$ cat config.mk
export PLATFORM = sky130hd
export DESIGN_NAME = vend_flow_controller_core
export DESIGN_NICKNAME = d
export VERILOG_FILES = /design/src/vfc_pkg.sv /design/src/vfc_ram.sv /design/src/vfc_ctrl.sv /design/src/vfc_datapath.sv /design/src/vend_flow_controller_core.sv
export SDC_FILE = /design/constraint.sdc
export NUM_CORES = 2
export LEC_CHECK = 0
export BUFFER_PORTS_ARGS = -buffer_cell sky130_fd_sc_hd__buf_2
export CAP_MARGIN = 0
export CELL_PAD_IN_SITES_DETAIL_PLACEMENT = 1
export CELL_PAD_IN_SITES_GLOBAL_PLACEMENT = 2
export CORE_MARGIN = 10
export CORE_UTILIZATION = 46
export CTS_BUF_LIST = sky130_fd_sc_hd__clkbuf_2 sky130_fd_sc_hd__clkbuf_4 sky130_fd_sc_hd__clkbuf_8
export DETAILED_ROUTE_END_ITERATION = 10
export GPL_ROUTABILITY_DRIVEN = 0
export PLACE_DENSITY = 0.82
export SLEW_MARGIN = 20
export SYNTH_ARGS = -nofsm -noshare
export SYNTH_HDL_FRONTEND = slang
export SYNTH_SLANG_ARGS = --single-unit
$ cat constraint.sdc
create_clock -name clk_i -period 4.65 [get_ports clk_i]
set_clock_uncertainty 0.05 [all_clocks]
set_input_delay 1.1625 -clock clk_i [delete_from_list [all_inputs] [get_ports clk_i]]
set_output_delay 1.1625 -clock clk_i [all_outputs]
set_load 0.05 [all_outputs]
$ cat src/vfc_pkg.sv
// ---------------------------------------------------------------------------
// vfc_pkg
// Shared types, constants and helpers of the vending sale controller.
// ---------------------------------------------------------------------------
`default_nettype none

package vfc_pkg;

  localparam int ENTRIES    = 32;
  localparam int IDX_W      = (ENTRIES > 1) ? $clog2(ENTRIES) : 1;
  localparam int PRICE_BITS = 32;
  localparam int BTN_W      = 8;
  localparam int CODE_W     = 16;
  localparam int AMT_W      = 32;
  localparam int ITEM_W     = 5;
  localparam int ENTRY_W    = BTN_W + PRICE_BITS;

  localparam logic [IDX_W-1:0] LAST_IDX = IDX_W'(ENTRIES - 1);
  localparam logic [AMT_W-1:0] AMT_MAX  = {AMT_W{1'b1}};

  typedef enum logic [2:0] {
    MODE_STEP    = 3'd0,
    MODE_ADD     = 3'd1,
    MODE_SET     = 3'd2,
    MODE_TIMEOUT = 3'd3,
    MODE_ENABLE  = 3'd4,
    MODE_WRITE   = 3'd5
  } mode_e;

  typedef enum logic [1:0] {
    PH_IDLE     = 2'd0,
    PH_REQUEST  = 2'd1,
    PH_APPROVAL = 2'd2,
    PH_VEND     = 2'd3
  } phase_e;

  typedef enum logic [1:0] {
    VRES_PENDING = 2'd0,
    VRES_OK      = 2'd1,
    VRES_FAIL    = 2'd2,
    VRES_IGNORED = 2'd3
  } vres_e;

  localparam logic [1:0] PAGE_KEEP    = 2'd0;
  localparam logic [1:0] PAGE_MAIN    = 2'd1;
  localparam logic [1:0] PAGE_REQUEST = 2'd2;
  localparam logic [1:0] PAGE_VEND    = 2'd3;

  typedef enum logic [1:0] {
    ST_IDLE,
    ST_SCAN,
    ST_PRICE,
    ST_FINISH
  } ctrl_state_e;

  typedef struct packed {
    logic accept;
    logic scan;
    logic price_latch;
    logic commit;
  } dp_cmd_t;

  typedef struct packed {
    logic need_scan;
    logic need_price;
    logic scan_done;
    logic out_free;
  } dp_sts_t;

  // Price of a table entry that was never written.
  function automatic logic [PRICE_BITS-1:0] reset_price(input logic [IDX_W-1:0] idx);
    logic [PRICE_BITS-1:0] p;
    p = '0;
    if (int'(idx) == 0) p = PRICE_BITS'(120);
    if (int'(idx) == 1) p = PRICE_BITS'(50);
    if (int'(idx) == 2) p = PRICE_BITS'(1);
    if (int'(idx) == 3) p = PRICE_BITS'(40);
    return p;
  endfunction

endpackage

`default_nettype wire

$ cat src/vfc_ram.sv
// ---------------------------------------------------------------------------
// vfc_ram
// Generic single write port, single read port RAM with registered read.
// ---------------------------------------------------------------------------
`default_nettype none

module vfc_ram #(
  parameter int WIDTH = 8,
  parameter int DEPTH = 32
) (
  input  wire logic                     clk_i,
  input  wire logic                     we_i,
  input  wire logic [$clog2(DEPTH)-1:0] waddr_i,
  input  wire logic [WIDTH-1:0]         wdata_i,
  input  wire logic [$clog2(DEPTH)-1:0] raddr_i,
  output      logic [WIDTH-1:0]         rdata_o
);

  logic [WIDTH-1:0] mem_q [DEPTH];
  logic [WIDTH-1:0] rdata_q;

  always_ff @(posedge clk_i) begin
    if (we_i) begin
      mem_q[waddr_i] <= wdata_i;
    end
    rdata_q <= mem_q[raddr_i];
  end

  assign rdata_o = rdata_q;

endmodule

`default_nettype wire

$ cat src/vfc_ctrl.sv
// ---------------------------------------------------------------------------
// vfc_ctrl
// Sequencer: accepts a word, runs the table scan or price fetch when the word
// needs one, then commits it into the datapath once the result register is free.
// ---------------------------------------------------------------------------
`default_nettype none

module vfc_ctrl (
  input  wire logic             clk_i,
  input  wire logic             rst_ni,
  input  wire logic             in_valid_i,
  output      logic             in_stall_o,
  input  wire vfc_pkg::dp_sts_t sts_i,
  output      vfc_pkg::dp_cmd_t cmd_o
);

  import vfc_pkg::*;

  ctrl_state_e state_q, state_d;

  always_ff @(posedge clk_i or negedge rst_ni) begin
    if (!rst_ni) begin
      state_q <= ST_IDLE;
    end else begin
      state_q <= state_d;
    end
  end

  always_comb begin
    state_d    = state_q;
    cmd_o      = '0;
    in_stall_o = 1'b1;
    case (state_q)
      ST_IDLE: begin
        in_stall_o   = 1'b0;
        cmd_o.accept = in_valid_i;
        if (in_valid_i) begin
          if (sts_i.need_scan) begin
            state_d = ST_SCAN;
          end else if (sts_i.need_price) begin
            state_d = ST_PRICE;
          end else begin
            state_d = ST_FINISH;
          end
        end
      end
      ST_SCAN: begin
        cmd_o.scan = 1'b1;
        if (sts_i.scan_done) begin
          state_d = ST_FINISH;
        end
      end
      ST_PRICE: begin
        cmd_o.price_latch = 1'b1;
        state_d           = ST_FINISH;
      end
      ST_FINISH: begin
        // hold until the result register can take the word
        if (sts_i.out_free) begin
          cmd_o.commit = 1'b1;
          state_d      = ST_IDLE;
        end
      end
      default: begin
        state_d = ST_IDLE;
      end
    endcase
  end

  a_accept_leaves_idle: assert property (@(posedge clk_i) disable iff (!rst_ni)
    cmd_o.accept |=> (state_q != ST_IDLE))
    else $error("vfc_ctrl: accepted word did not start processing");

  a_price_then_finish: assert property (@(posedge clk_i) disable iff (!rst_ni)
    (state_q == ST_PRICE) |=> (state_q == ST_FINISH))
    else $error("vfc_ctrl: price fetch not followed by commit stage");

  a_commit_reopens: assert property (@(posedge clk_i) disable iff (!rst_ni)
    cmd_o.commit |=> !in_stall_o)
    else $error("vfc_ctrl: input not reopened after commit");

endmodule

`default_nettype wire

$ cat src/vfc_datapath.sv
// ---------------------------------------------------------------------------
// vfc_datapath
// Sale state, credit, timeout flag, button/price table and result register.
// ---------------------------------------------------------------------------
`default_nettype none

module vfc_datapath (
  input  wire logic                         clk_i,
  input  wire logic                         rst_ni,
  input  wire vfc_pkg::dp_cmd_t             cmd_i,
  output      vfc_pkg::dp_sts_t             sts_o,
  input  wire logic [2:0]                   mode_i,
  input  wire logic                         button_valid_i,
  input  wire logic [vfc_pkg::CODE_W-1:0]   button_code_i,
  input  wire logic                         approved_i,
  input  wire logic [1:0]                   vend_result_i,
  input  wire logic [vfc_pkg::AMT_W-1:0]    amount_i,
  input  wire logic [4:0]                   entry_index_i,
  input  wire logic [vfc_pkg::BTN_W-1:0]    entry_button_i,
  output      logic                         out_valid_o,
  input  wire logic                         out_stall_i,
  output      logic [1:0]                   sale_state_o,
  output      logic                         state_changed_o,
  output      logic                         request_valid_o,
  output      logic [vfc_pkg::AMT_W-1:0]    request_amount_o,
  output      logic [vfc_pkg::ITEM_W-1:0]   selected_item_o,
  output      logic                         dispense_valid_o,
  output      logic                         sale_success_o,
  output      logic                         sale_failure_o,
  output      logic [1:0]                   page_o,
  output      logic [vfc_pkg::AMT_W-1:0]    credit_o
);

  import vfc_pkg::*;

  // sale state
  phase_e             phase_q, phase_d;
  logic [AMT_W-1:0]   balance_q, balance_d;
  logic               tmo_q, tmo_d;
  logic [IDX_W-1:0]   item_q, item_d;
  logic [ENTRIES-1:0] ent_vld_q;

  // latched word
  logic [2:0]         mode_q;
  logic [BTN_W-1:0]   key_q;
  logic               approved_q;
  logic [1:0]         vres_q;
  logic [AMT_W-1:0]   amount_q;
  logic [4:0]         eidx_q;
  logic [BTN_W-1:0]   ebtn_q;

  // table access
  logic [IDX_W-1:0]      scan_addr_q;
  logic [IDX_W-1:0]      rd_idx_q;
  logic                  cmp_vld_q;
  logic [IDX_W-1:0]      raddr;
  logic [ENTRY_W-1:0]    rdata;
  logic                  ram_we;
  logic [BTN_W-1:0]      ent_btn;
  logic [PRICE_BITS-1:0] ent_price;
  logic                  scan_hit;
  logic                  found_q;
  logic [IDX_W-1:0]      match_idx_q;
  logic                  match_vend_q;
  logic [PRICE_BITS-1:0] price_q;

  // result register
  logic               out_valid_q;
  logic [1:0]         o_state_q;
  logic               o_changed_q, o_req_q, o_disp_q, o_succ_q, o_fail_q;
  logic [AMT_W-1:0]   o_req_amt_q, o_credit_q;
  logic [IDX_W-1:0]   o_item_q;
  logic [1:0]         o_page_q;

  // commit values
  logic               req_d, disp_d, succ_d, fail_d;
  logic [AMT_W-1:0]   req_amt_d;
  logic [1:0]         page_d;
  logic [AMT_W:0]     sum;
  logic [AMT_W-1:0]   price_ext;
  logic [1:0]         vres_eff;

  assign sts_o.need_scan  = (mode_i == MODE_STEP) && (phase_q == PH_IDLE) && button_valid_i;
  assign sts_o.need_price = (mode_i == MODE_STEP) && (phase_q == PH_REQUEST);
  assign sts_o.out_free   = !out_valid_q || !out_stall_i;

  assign raddr  = cmd_i.scan ? scan_addr_q : item_q;
  assign ram_we = cmd_i.commit && (mode_q == MODE_WRITE) && (int'(eidx_q) < ENTRIES);

  vfc_ram #(
    .WIDTH (ENTRY_W),
    .DEPTH (ENTRIES)
  ) u_table (
    .clk_i   (clk_i),
    .we_i    (ram_we),
    .waddr_i (eidx_q[IDX_W-1:0]),
    .wdata_i ({ebtn_q, amount_q[PRICE_BITS-1:0]}),
    .raddr_i (raddr),
    .rdata_o (rdata)
  );

  // an entry never written reads as its reset contents
  assign ent_btn   = ent_vld_q[rd_idx_q] ? rdata[ENTRY_W-1 -: BTN_W] : BTN_W'(rd_idx_q);
  assign ent_price = ent_vld_q[rd_idx_q] ? rdata[PRICE_BITS-1:0] : reset_price(rd_idx_q);

  assign scan_hit        = cmp_vld_q && (ent_btn == key_q);
  assign sts_o.scan_done = cmp_vld_q && (scan_hit || (rd_idx_q == LAST_IDX));

  always_ff @(posedge clk_i or negedge rst_ni) begin
    if (!rst_ni) begin
      cmp_vld_q <= 1'b0;
    end else begin
      cmp_vld_q <= cmd_i.scan;
    end
  end

  always_ff @(posedge clk_i) begin
    rd_idx_q <= raddr;
    if (cmd_i.accept) begin
      mode_q      <= mode_i;
      key_q       <= button_code_i[BTN_W-1:0];
      approved_q  <= approved_i;
      vres_q      <= vend_result_i;
      amount_q    <= amount_i;
      eidx_q      <= entry_index_i;
      ebtn_q      <= entry_button_i;
      scan_addr_q <= '0;
      found_q     <= 1'b0;
    end
    if (cmd_i.scan) begin
      scan_addr_q <= scan_addr_q + IDX_W'(1);
      // first match wins: the scan stops on it
      if (scan_hit) begin
        found_q      <= 1'b1;
        match_idx_q  <= rd_idx_q;
        match_vend_q <= balance_q >= AMT_W'(ent_price);
      end
    end
    if (cmd_i.price_latch) begin
      price_q <= ent_price;
    end
  end

  always_comb begin
    phase_d   = phase_q;
    balance_d = balance_q;
    tmo_d     = tmo_q;
    item_d    = item_q;
    req_d     = 1'b0;
    req_amt_d = '0;
    disp_d    = 1'b0;
    succ_d    = 1'b0;
    fail_d    = 1'b0;
    page_d    = PAGE_KEEP;
    sum       = {1'b0, balance_q} + {1'b0, amount_q};
    price_ext = AMT_W'(price_q);
    vres_eff  = tmo_q ? VRES_FAIL : vres_q;
    case (mode_q)
      MODE_STEP: begin
        case (phase_q)
          PH_IDLE: begin
            if (found_q) begin
              item_d  = match_idx_q;
              phase_d = match_vend_q ? PH_VEND : PH_REQUEST;
            end
          end
          PH_REQUEST: begin
            req_amt_d = (price_ext > balance_q) ? (price_ext - balance_q) : '0;
            req_d     = 1'b1;
            page_d    = PAGE_REQUEST;
            phase_d   = PH_APPROVAL;
          end
          PH_APPROVAL: begin
            if (approved_q) begin
              page_d  = PAGE_VEND;
              disp_d  = 1'b1;
              phase_d = PH_VEND;
            end else if (tmo_q) begin
              tmo_d   = 1'b0;
              page_d  = PAGE_MAIN;
              phase_d = PH_IDLE;
            end
          end
          PH_VEND: begin
            // a pending timeout is consumed and acts as a fail report
            tmo_d = 1'b0;
            if (vres_eff == VRES_OK) begin
              balance_d = '0;
              succ_d    = 1'b1;
              page_d    = PAGE_MAIN;
              phase_d   = PH_IDLE;
            end else if (vres_eff == VRES_FAIL) begin
              fail_d  = 1'b1;
              page_d  = PAGE_MAIN;
              phase_d = PH_IDLE;
            end
          end
          default: begin
            phase_d = PH_IDLE;
          end
        endcase
      end
      MODE_ADD: begin
        balance_d = sum[AMT_W] ? AMT_MAX : sum[AMT_W-1:0];
      end
      MODE_SET: begin
        balance_d = amount_q;
      end
      MODE_TIMEOUT: begin
        tmo_d = 1'b1;
      end
      MODE_ENABLE: begin
        phase_d = PH_IDLE;
      end
      default: begin
      end
    endcase
  end

  always_ff @(posedge clk_i or negedge rst_ni) begin
    if (!rst_ni) begin
      phase_q     <= PH_IDLE;
      balance_q   <= '0;
      tmo_q       <= 1'b0;
      item_q      <= '0;
      ent_vld_q   <= '0;
      out_valid_q <= 1'b0;
    end else begin
      if (cmd_i.commit) begin
        phase_q     <= phase_d;
        balance_q   <= balance_d;
        tmo_q       <= tmo_d;
        item_q      <= item_d;
        out_valid_q <= 1'b1;
      end else if (!out_stall_i) begin
        out_valid_q <= 1'b0;
      end
      if (ram_we) begin
        ent_vld_q[eidx_q[IDX_W-1:0]] <= 1'b1;
      end
    end
  end

  always_ff @(posedge clk_i) begin
    if (cmd_i.commit) begin
      o_state_q   <= phase_d;
      o_changed_q <= phase_d != phase_q;
      o_req_q     <= req_d;
      o_req_amt_q <= req_amt_d;
      o_item_q    <= item_d;
      o_disp_q    <= disp_d;
      o_succ_q    <= succ_d;
      o_fail_q    <= fail_d;
      o_page_q    <= page_d;
      o_credit_q  <= balance_d;
    end
  end

  assign out_valid_o      = out_valid_q;
  assign sale_state_o     = o_state_q;
  assign state_changed_o  = o_changed_q;
  assign request_valid_o  = o_req_q;
  assign request_amount_o = o_req_amt_q;
  assign selected_item_o  = ITEM_W'(o_item_q);
  assign dispense_valid_o = o_disp_q;
  assign sale_success_o   = o_succ_q;
  assign sale_failure_o   = o_fail_q;
  assign page_o           = o_page_q;
  assign credit_o         = o_credit_q;

  a_request_to_approval: assert property (@(posedge clk_i) disable iff (!rst_ni)
    (out_valid_q && o_req_q) |-> (o_state_q == PH_APPROVAL))
    else $error("vfc_datapath: request issued outside awaiting approval");

  a_dispense_in_vend: assert property (@(posedge clk_i) disable iff (!rst_ni)
    (out_valid_q && o_disp_q) |-> (o_state_q == PH_VEND))
    else $error("vfc_datapath: dispense issued outside vending");

  a_success_clears: assert property (@(posedge clk_i) disable iff (!rst_ni)
    (out_valid_q && o_succ_q) |-> ((o_credit_q == '0) && (o_state_q == PH_IDLE)))
    else $error("vfc_datapath: sale success with credit left");

endmodule

`default_nettype wire

$ cat src/vend_flow_controller_core.sv
// ---------------------------------------------------------------------------
// vend_flow_controller_core
// Vending sale controller: credit, cashless request, approval, dispense.
// ---------------------------------------------------------------------------
// Usage:
//   Input channel (in_valid_i / in_stall_o) takes one word per sale event:
//   a mode plus button, approval, vend result, amount and table entry fields.
//   Output channel (out_valid_o / out_stall_i) returns one result word per
//   input word, in order.
//   Processing, from the accepting edge to result valid:
//     - credit, timeout, enable, table write and other steps: straight to commit
//     - step that asks cashless for a price: one table read, then commit
//     - step in idle with a button: a scan of up to ENTRIES entries (32), one table
//       entry compared per cycle through the single table read port, then commit
//   One word is processed at a time; the next word is taken the cycle after
//   commit.
//   Reset: sale state idle, credit zero, timeout cleared, table back to its
//   default buttons and prices (tracked by per-entry valid bits, no sweep).
//   Receiver stall: the result word holds; a following word is accepted and
//   processed but waits before commit until the result register frees.
// ---------------------------------------------------------------------------
`default_nettype none

module vend_flow_controller_core (
  input  wire logic                         clk_i,
  input  wire logic                         rst_ni,
  input  wire logic                         in_valid_i,
  output      logic                         in_stall_o,
  input  wire logic [2:0]                   mode_i,
  input  wire logic                         button_valid_i,
  input  wire logic [vfc_pkg::CODE_W-1:0]   button_code_i,
  input  wire logic                         approved_i,
  input  wire logic [1:0]                   vend_result_i,
  input  wire logic [vfc_pkg::AMT_W-1:0]    amount_i,
  input  wire logic [4:0]                   entry_index_i,
  input  wire logic [vfc_pkg::BTN_W-1:0]    entry_button_i,
  output      logic                         out_valid_o,
  input  wire logic                         out_stall_i,
  output      logic [1:0]                   sale_state_o,
  output      logic                         state_changed_o,
  output      logic                         request_valid_o,
  output      logic [vfc_pkg::AMT_W-1:0]    request_amount_o,
  output      logic [vfc_pkg::ITEM_W-1:0]   selected_item_o,
  output      logic                         dispense_valid_o,
  output      logic                         sale_success_o,
  output      logic                         sale_failure_o,
  output      logic [1:0]                   page_o,
  output      logic [vfc_pkg::AMT_W-1:0]    credit_o
);

  import vfc_pkg::*;

  dp_cmd_t cmd;
  dp_sts_t sts;

  vfc_ctrl u_ctrl (
    .clk_i      (clk_i),
    .rst_ni     (rst_ni),
    .in_valid_i (in_valid_i),
    .in_stall_o (in_stall_o),
    .sts_i      (sts),
    .cmd_o      (cmd)
  );

  vfc_datapath u_datapath (
    .clk_i            (clk_i),
    .rst_ni           (rst_ni),
    .cmd_i            (cmd),
    .sts_o            (sts),
    .mode_i           (mode_i),
    .button_valid_i   (button_valid_i),
    .button_code_i    (button_code_i),
    .approved_i       (approved_i),
    .vend_result_i    (vend_result_i),
    .amount_i         (amount_i),
    .entry_index_i    (entry_index_i),
    .entry_button_i   (entry_button_i),
    .out_valid_o      (out_valid_o),
    .out_stall_i      (out_stall_i),
    .sale_state_o     (sale_state_o),
    .state_changed_o  (state_changed_o),
    .request_valid_o  (request_valid_o),
    .request_amount_o (request_amount_o),
    .selected_item_o  (selected_item_o),
    .dispense_valid_o (dispense_valid_o),
    .sale_success_o   (sale_success_o),
    .sale_failure_o   (sale_failure_o),
    .page_o           (page_o),
    .credit_o         (credit_o)
  );

endmodule

`default_nettype wire
# == After elaboration in Yosys (flattened, before gate mapping) ==
# Memory sizes are Yosys's and may differ from the RTL's. A register that Yosys moved wholly into a read port is not among the register bits.
# Index checks and enable logic that the tools add are counted.
# totals
inputBits,72
memories,1
out_inout_bits,80
ff_bits,262
romBits,0
latchBits,0
mem_bits_rw,1280
# classes
n_lt_le_gt_ge,5
shifts,0
addsub,3
eq_ne,25
bitwise_logic,3
div_mod_pow,0
reduce_logical,25
multipliers,0
mux,60
# memory_table
name,depth,word_bits,rd,rd_clocked_by_memory_dff,write_ports,line,text
u_datapath.u_table.mem_q,32,40,1,1,1,vfc_ram.sv:19,logic [WIDTH-1:0] mem_q [DEPTH];
# ops
cell,n
$mux W32,7
$pmux W32 S3,1
$add A32 B32 Y33,1
$ge A32 B32 Y1,1
$gt A32 B32 Y1,1
$or A32 B32 Y32,1
$sub A32 B32 Y32,1
$mux W5,6
$mux W2,13
$mux W1,23
$pmux W2 S4,2
$lt A5 B6 Y1 const B,2
$eq A2 B2 Y1 const B,5
$eq A5 B3 Y1 const B,2
$eq A8 B8 Y1,1
$mux W8,1
$logic_and A1 B1 Y1,7
$mux W7,1
$eq A2 B1 Y1 const B,3
$eq A3 B2 Y1 const B,2
$eq A3 B3 Y1 const B,2
$logic_not A3 Y1,2
$ne A2 B2 Y1 const B,3
$pmux W2 S3,1
other kinds (23),32

# == Logic depth before layout (Yosys ltp) ==
# depth
depth_word,9
ltp_mapped,19

# == Hierarchy ==
# A second synthesis with hierarchy kept.
# hier_totals
hier_cells,4244
hier_area_um2,65653.0
# by_module_without_submodules
module,n_inst,cells_each,area_per_inst_um2
vfc_ram,1,2813,50564.7
vfc_datapath,1,1409,14886.8
vfc_ctrl,1,22,201.4

# == Worst setup path after synthesis ==
# OpenSTA, ideal clock, no wires.
# synth_timing
path_kind,in2reg
start,input port out_stall_i
end,register u_datapath.balance_q[21]
setup_slack_ns,0.246
arrival_time_ns,4.092
t_required_ns,4.338
cell_stages,5
path_buffers,1
path_cell_list,nand2_1 > nand2_1 > inv_1 > clkbuf_1 > a22oi_1
# synth_lines
item,line,text
start: declaration,vend_flow_controller_core.sv:38,"input wire logic out_stall_i,"
end signal: assignment,vfc_datapath.sv:231,balance_q <= balance_d;
end: declaration,vfc_datapath.sv:38,"logic [AMT_W-1:0] balance_q, balance_d;"

# == Final worst setup path ==
# layout_timing
start,register u_datapath.rd_idx_q[2]
end,"register u_datapath.match_vend_q, data pin"
# layout_via
elab_chain_cells,7
elab_cells_between_ends,12
classes_between,order compare (1); eq/ne (3); mux (7); reduce/logical (1)
# layout_rtl
item,line,text
start: declaration,vfc_datapath.sv:54,logic [IDX_W-1:0] rd_idx_q;
start signal: assignment,vfc_datapath.sv:118,rd_idx_q <= raddr;
$logic_not A5 Y1,vfc_pkg.sv:74,if (int'(idx) == 0) p = PRICE_BITS'(120);
$mux W7,vfc_pkg.sv:74,
$mux W32,vfc_pkg.sv:75,if (int'(idx) == 1) p = PRICE_BITS'(50);
$mux W32,vfc_pkg.sv:76,if (int'(idx) == 2) p = PRICE_BITS'(1);
$mux W32,vfc_pkg.sv:77,if (int'(idx) == 3) p = PRICE_BITS'(40);
$mux W32 *,vfc_datapath.sv:104,assign ent_price = ent_vld_q[rd_idx_q] ? rdata[PRICE_BITS-1:0] : reset_price(rd_idx_q);
$ge A32 B32 Y1 *,vfc_datapath.sv:136,match_vend_q <= balance_q >= AMT_W'(ent_price);
end signal: assignment,vfc_datapath.sv:136,
end: declaration,vfc_datapath.sv:64,logic match_vend_q;
# Mark *: on every way between the ends. The rest lies on a longest branch, timed or not. The select of a mux whose other input is x is not followed.
# A chain may end at the register's enable or synchronous reset.

==> summary.txt <==
Pwr
  • P_leak: approximately 28 nW
  • Internal Power: between 0.02 and 0.03 W
  • Sw Pwr: about 0.017 W
  • Switching part of the total power: 36.9%
  • Clk pwr share: around 28%
  • Max IR drop VDD: between 0.3 and 0.4 mV
  • Flop pwr share: between 30 and 40%
  • Pwr Density: between 600 and 700 nW/um^2
  • Total power: ~0.045 W
  • Logic pwr share: around 33%

Clock network
  • Clock sink total: 1582
  • CTS buffer count: around 290
  • Worst-Skew Late Latency: 1.00 ns
  • H-tree depth: 5
  • Worst-case clock buffer depth: 4
  • Setup Buffers After CTS: 0
  • Root Buffer: clkbuf_8
  • Clock transition at path regs: ~0.06 ns
  • CTS tree: built

Global route
  • Total Routing Usage GR: 26.6%
  • Largest net degree at the start of global routing: roughly 150
  • Vias in the first global route: ~48000
  • Initial antenna violation count: 15
  • Final global-route overflow total: 0
  • First-pass GRT wire length: around 320 mm

Synth
  • Synthesized flop and latch total: about 1600
  • Post-synth top flop: edfxtp_1
  • Register area share after synthesis: 70.9%
  • Synth Cell Area: around 66000 um^2
  • Mapped Avg Cell Area: 12.4 um^2
  • Syn Nets: ~5500
  • Asr flop ratio synth: 4.80%
  • Count of flip-flops with a built-in enable after synthesis: 1460
  • Distinct cells, synth: 75
  • Cells after Synth: 5307
  • Yosys Warn Count: 0

Placement
  • Placed instance area: approximately 70000 um^2
  • HPWL after detailed placement: between 100 and 150 mm
  • Port Buffer Count: about 140

Routing
  • Drt via density: about 6
  • DR DRC count: 0
  • Routed Antenna Nets: 0
  • Detailed Route Iter0 Violations: around 4400
  • Total number of vias: 46000
  • WL final: roughly 210 mm
  • Drt wl/cell: ~28 um
  • TritonRoute pass-1 iters: 6

Job
  • Max-cap viol count: 0

Cells and area
  • Most frequent cells in the layout: 1460 x edfxtp_1, 1423 x nand2_1, 663 x nand3_1
  • Layout cell share with drive strength beyond 1: between 10% and 20%
  • Commonest non-fill, non-tap cell in the layout: edfxtp_1
  • Area grow syn2layout: 14.8%
  • Fillers: 14500
  • Core Util, Final: 53.3%
  • Design area: between 70000 and 80000 um^2
  • # nets final: around 5800

Timing
  • Worst Tran Pin Value: approximately 1.1 ns
  • Setup TNS: 0 ns
  • Slew Viols, Final: 0
  • Unrepaired setup endpoints after global routing: no
  • Final hold slack: ~0.20 ns
  • Setup-failing EPs final: 0
  • Final period utilization: 91.5%
  • F_max: 0.235 GHz
  • Worst slew margin: between 20% and 30%
  • Min Tclk post-route: 4.26 ns
  • Hold Vio Cnt, Final: 0

Setup path
  • CP Class: register to register
  • Crit path cell chain: buf_4, mux2_2, o221ai_1, a22o_2, and2_1, nor2b_1, a22oi_1, ha_1, a21o_1, a21o_1, a21o_1, a21o_1, a21oi_1, o21ai_0, a21oi_1, o31ai_1
  • Most used cell, CP: a21o_1
  • Max stage delay cell, worst path: dfxtp_1
  • CP Launch Type: register
  • Delay of the slowest cell on the worst path: about 0.43 ns
  • WP data required: between 5 and 6 ns
  • Critical path peak fanout: 8
  • Critical path arrival: roughly 4.9 ns
  • CP endpoint kind: register

Floorplanning
  • Die width: about 400 um
  • Die Ht: between 300 and 400 um
  • Initial core utilization: about 46%
  • Number of I/O pins: ~150
  • Die area: ~160000 um^2
  • Row count: roughly 140
  • Core area: approximately 140000 um^2

Status
  • Status: finished clean

Min path
  • Type of the worst min-delay path: primary input to async pin
==> cell type report <==
class                   instances  area, um^2  share of cell area, %
repair buffers                324        2790                   3.70
flip-flops and latches       1582       46700                   61.7
inverters                     101         402                  0.531
clock inverters                82         433                  0.573
clock buffers                 408        4970                   6.58
well taps                    1890        2360                   3.13
multi-input cells            3306       17900                   23.7
diodes                          9        22.5                 0.0298
==> per-stage QoR <==
step                      setup WS [ns]  instances
after global placement            0.367       7203
after CTS                         0.339       7693
after detailed placement          0.351       7203
after global routing              0.148       7702
after floorplan                   0.246       5307
final                             0.395       7702
==> power by group through the flow <==
stage / Clock [W] / Combinational (W) / Sequential, W
floorplan: 0 / 0.00865 / 0.0188
global placement: 0 / 0.0143 / 0.0182
detailed placement: 0 / 0.0146 / 0.0182
CTS: 0.0129 / 0.0147 / 0.0179
global route: 0.0136 / 0.0161 / 0.0180
finish: 0.0127 / 0.0147 / 0.0179
==> cells by family after synthesis <==
| kind of cell | after synthesis | share of synthesized area (%) |
|---|---|---|
| compound gates | 662 | 7.25 |
| xor+xnor | 61 | 0.811 |
| fa+ha+maj | 106 | 2.04 |
| buf+inv | 419 | 2.43 |
| flops | 1582 | 70.9 |
| mux | 31 | 0.500 |
| simple gates | 2446 | 16.1 |
==> flip-flops by register name, indices dropped and copies added, names as in the netlist, 32 cells and up <==
register and cells:
u_datapath.request_amount_o 32, u_datapath.amount_q 32, u_datapath.balance_q 32, u_datapath.u_table.mem_q 1280, u_datapath.ent_vld_q 32, u_datapath.credit_o 32
u_datapath.u_table.rdata_o 40, u_datapath.price_ext 32
==> synth_stat cells, drive strengths merged, types with 54 or more instances <==
library cell  instances  area [um^2]
a31oi                54          338
nand2              1423         5340
o21ai                95          475
nor2                117          439
inv                 100          375
a311oi              203         1780
ha                  104         1300
a21o                 75          563
dfrtp                76         1900
clkbuf              292         1100
and3                 89          557
a21oi               102          510
edfxtp             1460        43800
nand3               663         3320
==> final timing paths <==
check / start / to / slack, ns / cells past startpoint
setup reg to reg: u_datapath.rd_idx_q[2] / u_datapath.match_vend_q / 0.39 / 16
min in group clk_i: entry_button_i[1] / u_datapath.ebtn_q[1] / 0.28 / 1
max in group asynchronous: rst_ni / u_datapath.ent_vld_q[4] / 3.41 / 2
setup / recovery: u_datapath.rd_idx_q[2] / u_datapath.match_vend_q / 0.39 / 16
hold reg to reg: u_datapath.ent_vld_q[24] / u_datapath.ent_vld_q[24] / 0.41 / 1
hold / removal: rst_ni / u_datapath.balance_q[8] / 0.20 / 1
==> critical path: cells and delay by family (launching register included) <==
kind / cells / cell delay [ns]
compound gates: 11 / 2.15
fa+ha+maj: 1 / 0.32
mux: 1 / 0.36
flops: 1 / 0.43
simple gates: 2 / 0.46
buf+inv: 1 / 0.22
==> routing by layer <==
metal	global-route usage (%)	routed length [um]	vias up
met4	10.8	8210	10
met1	35.4	89500	23700
met5	0	69	-
met2	43.6	103000	1723
met3	4.09	13800	447
li1	-	-	20100
==> what timing repair did <==
item | 4_1_cts | 5_1_grt
gates resized for setup | 0 | 1
hold buffers | 0 | 0
endpoints found under the setup margin | 0 | 1
hold endpoints to repair | 0 | 0
(Power assumes the default switching activity.)
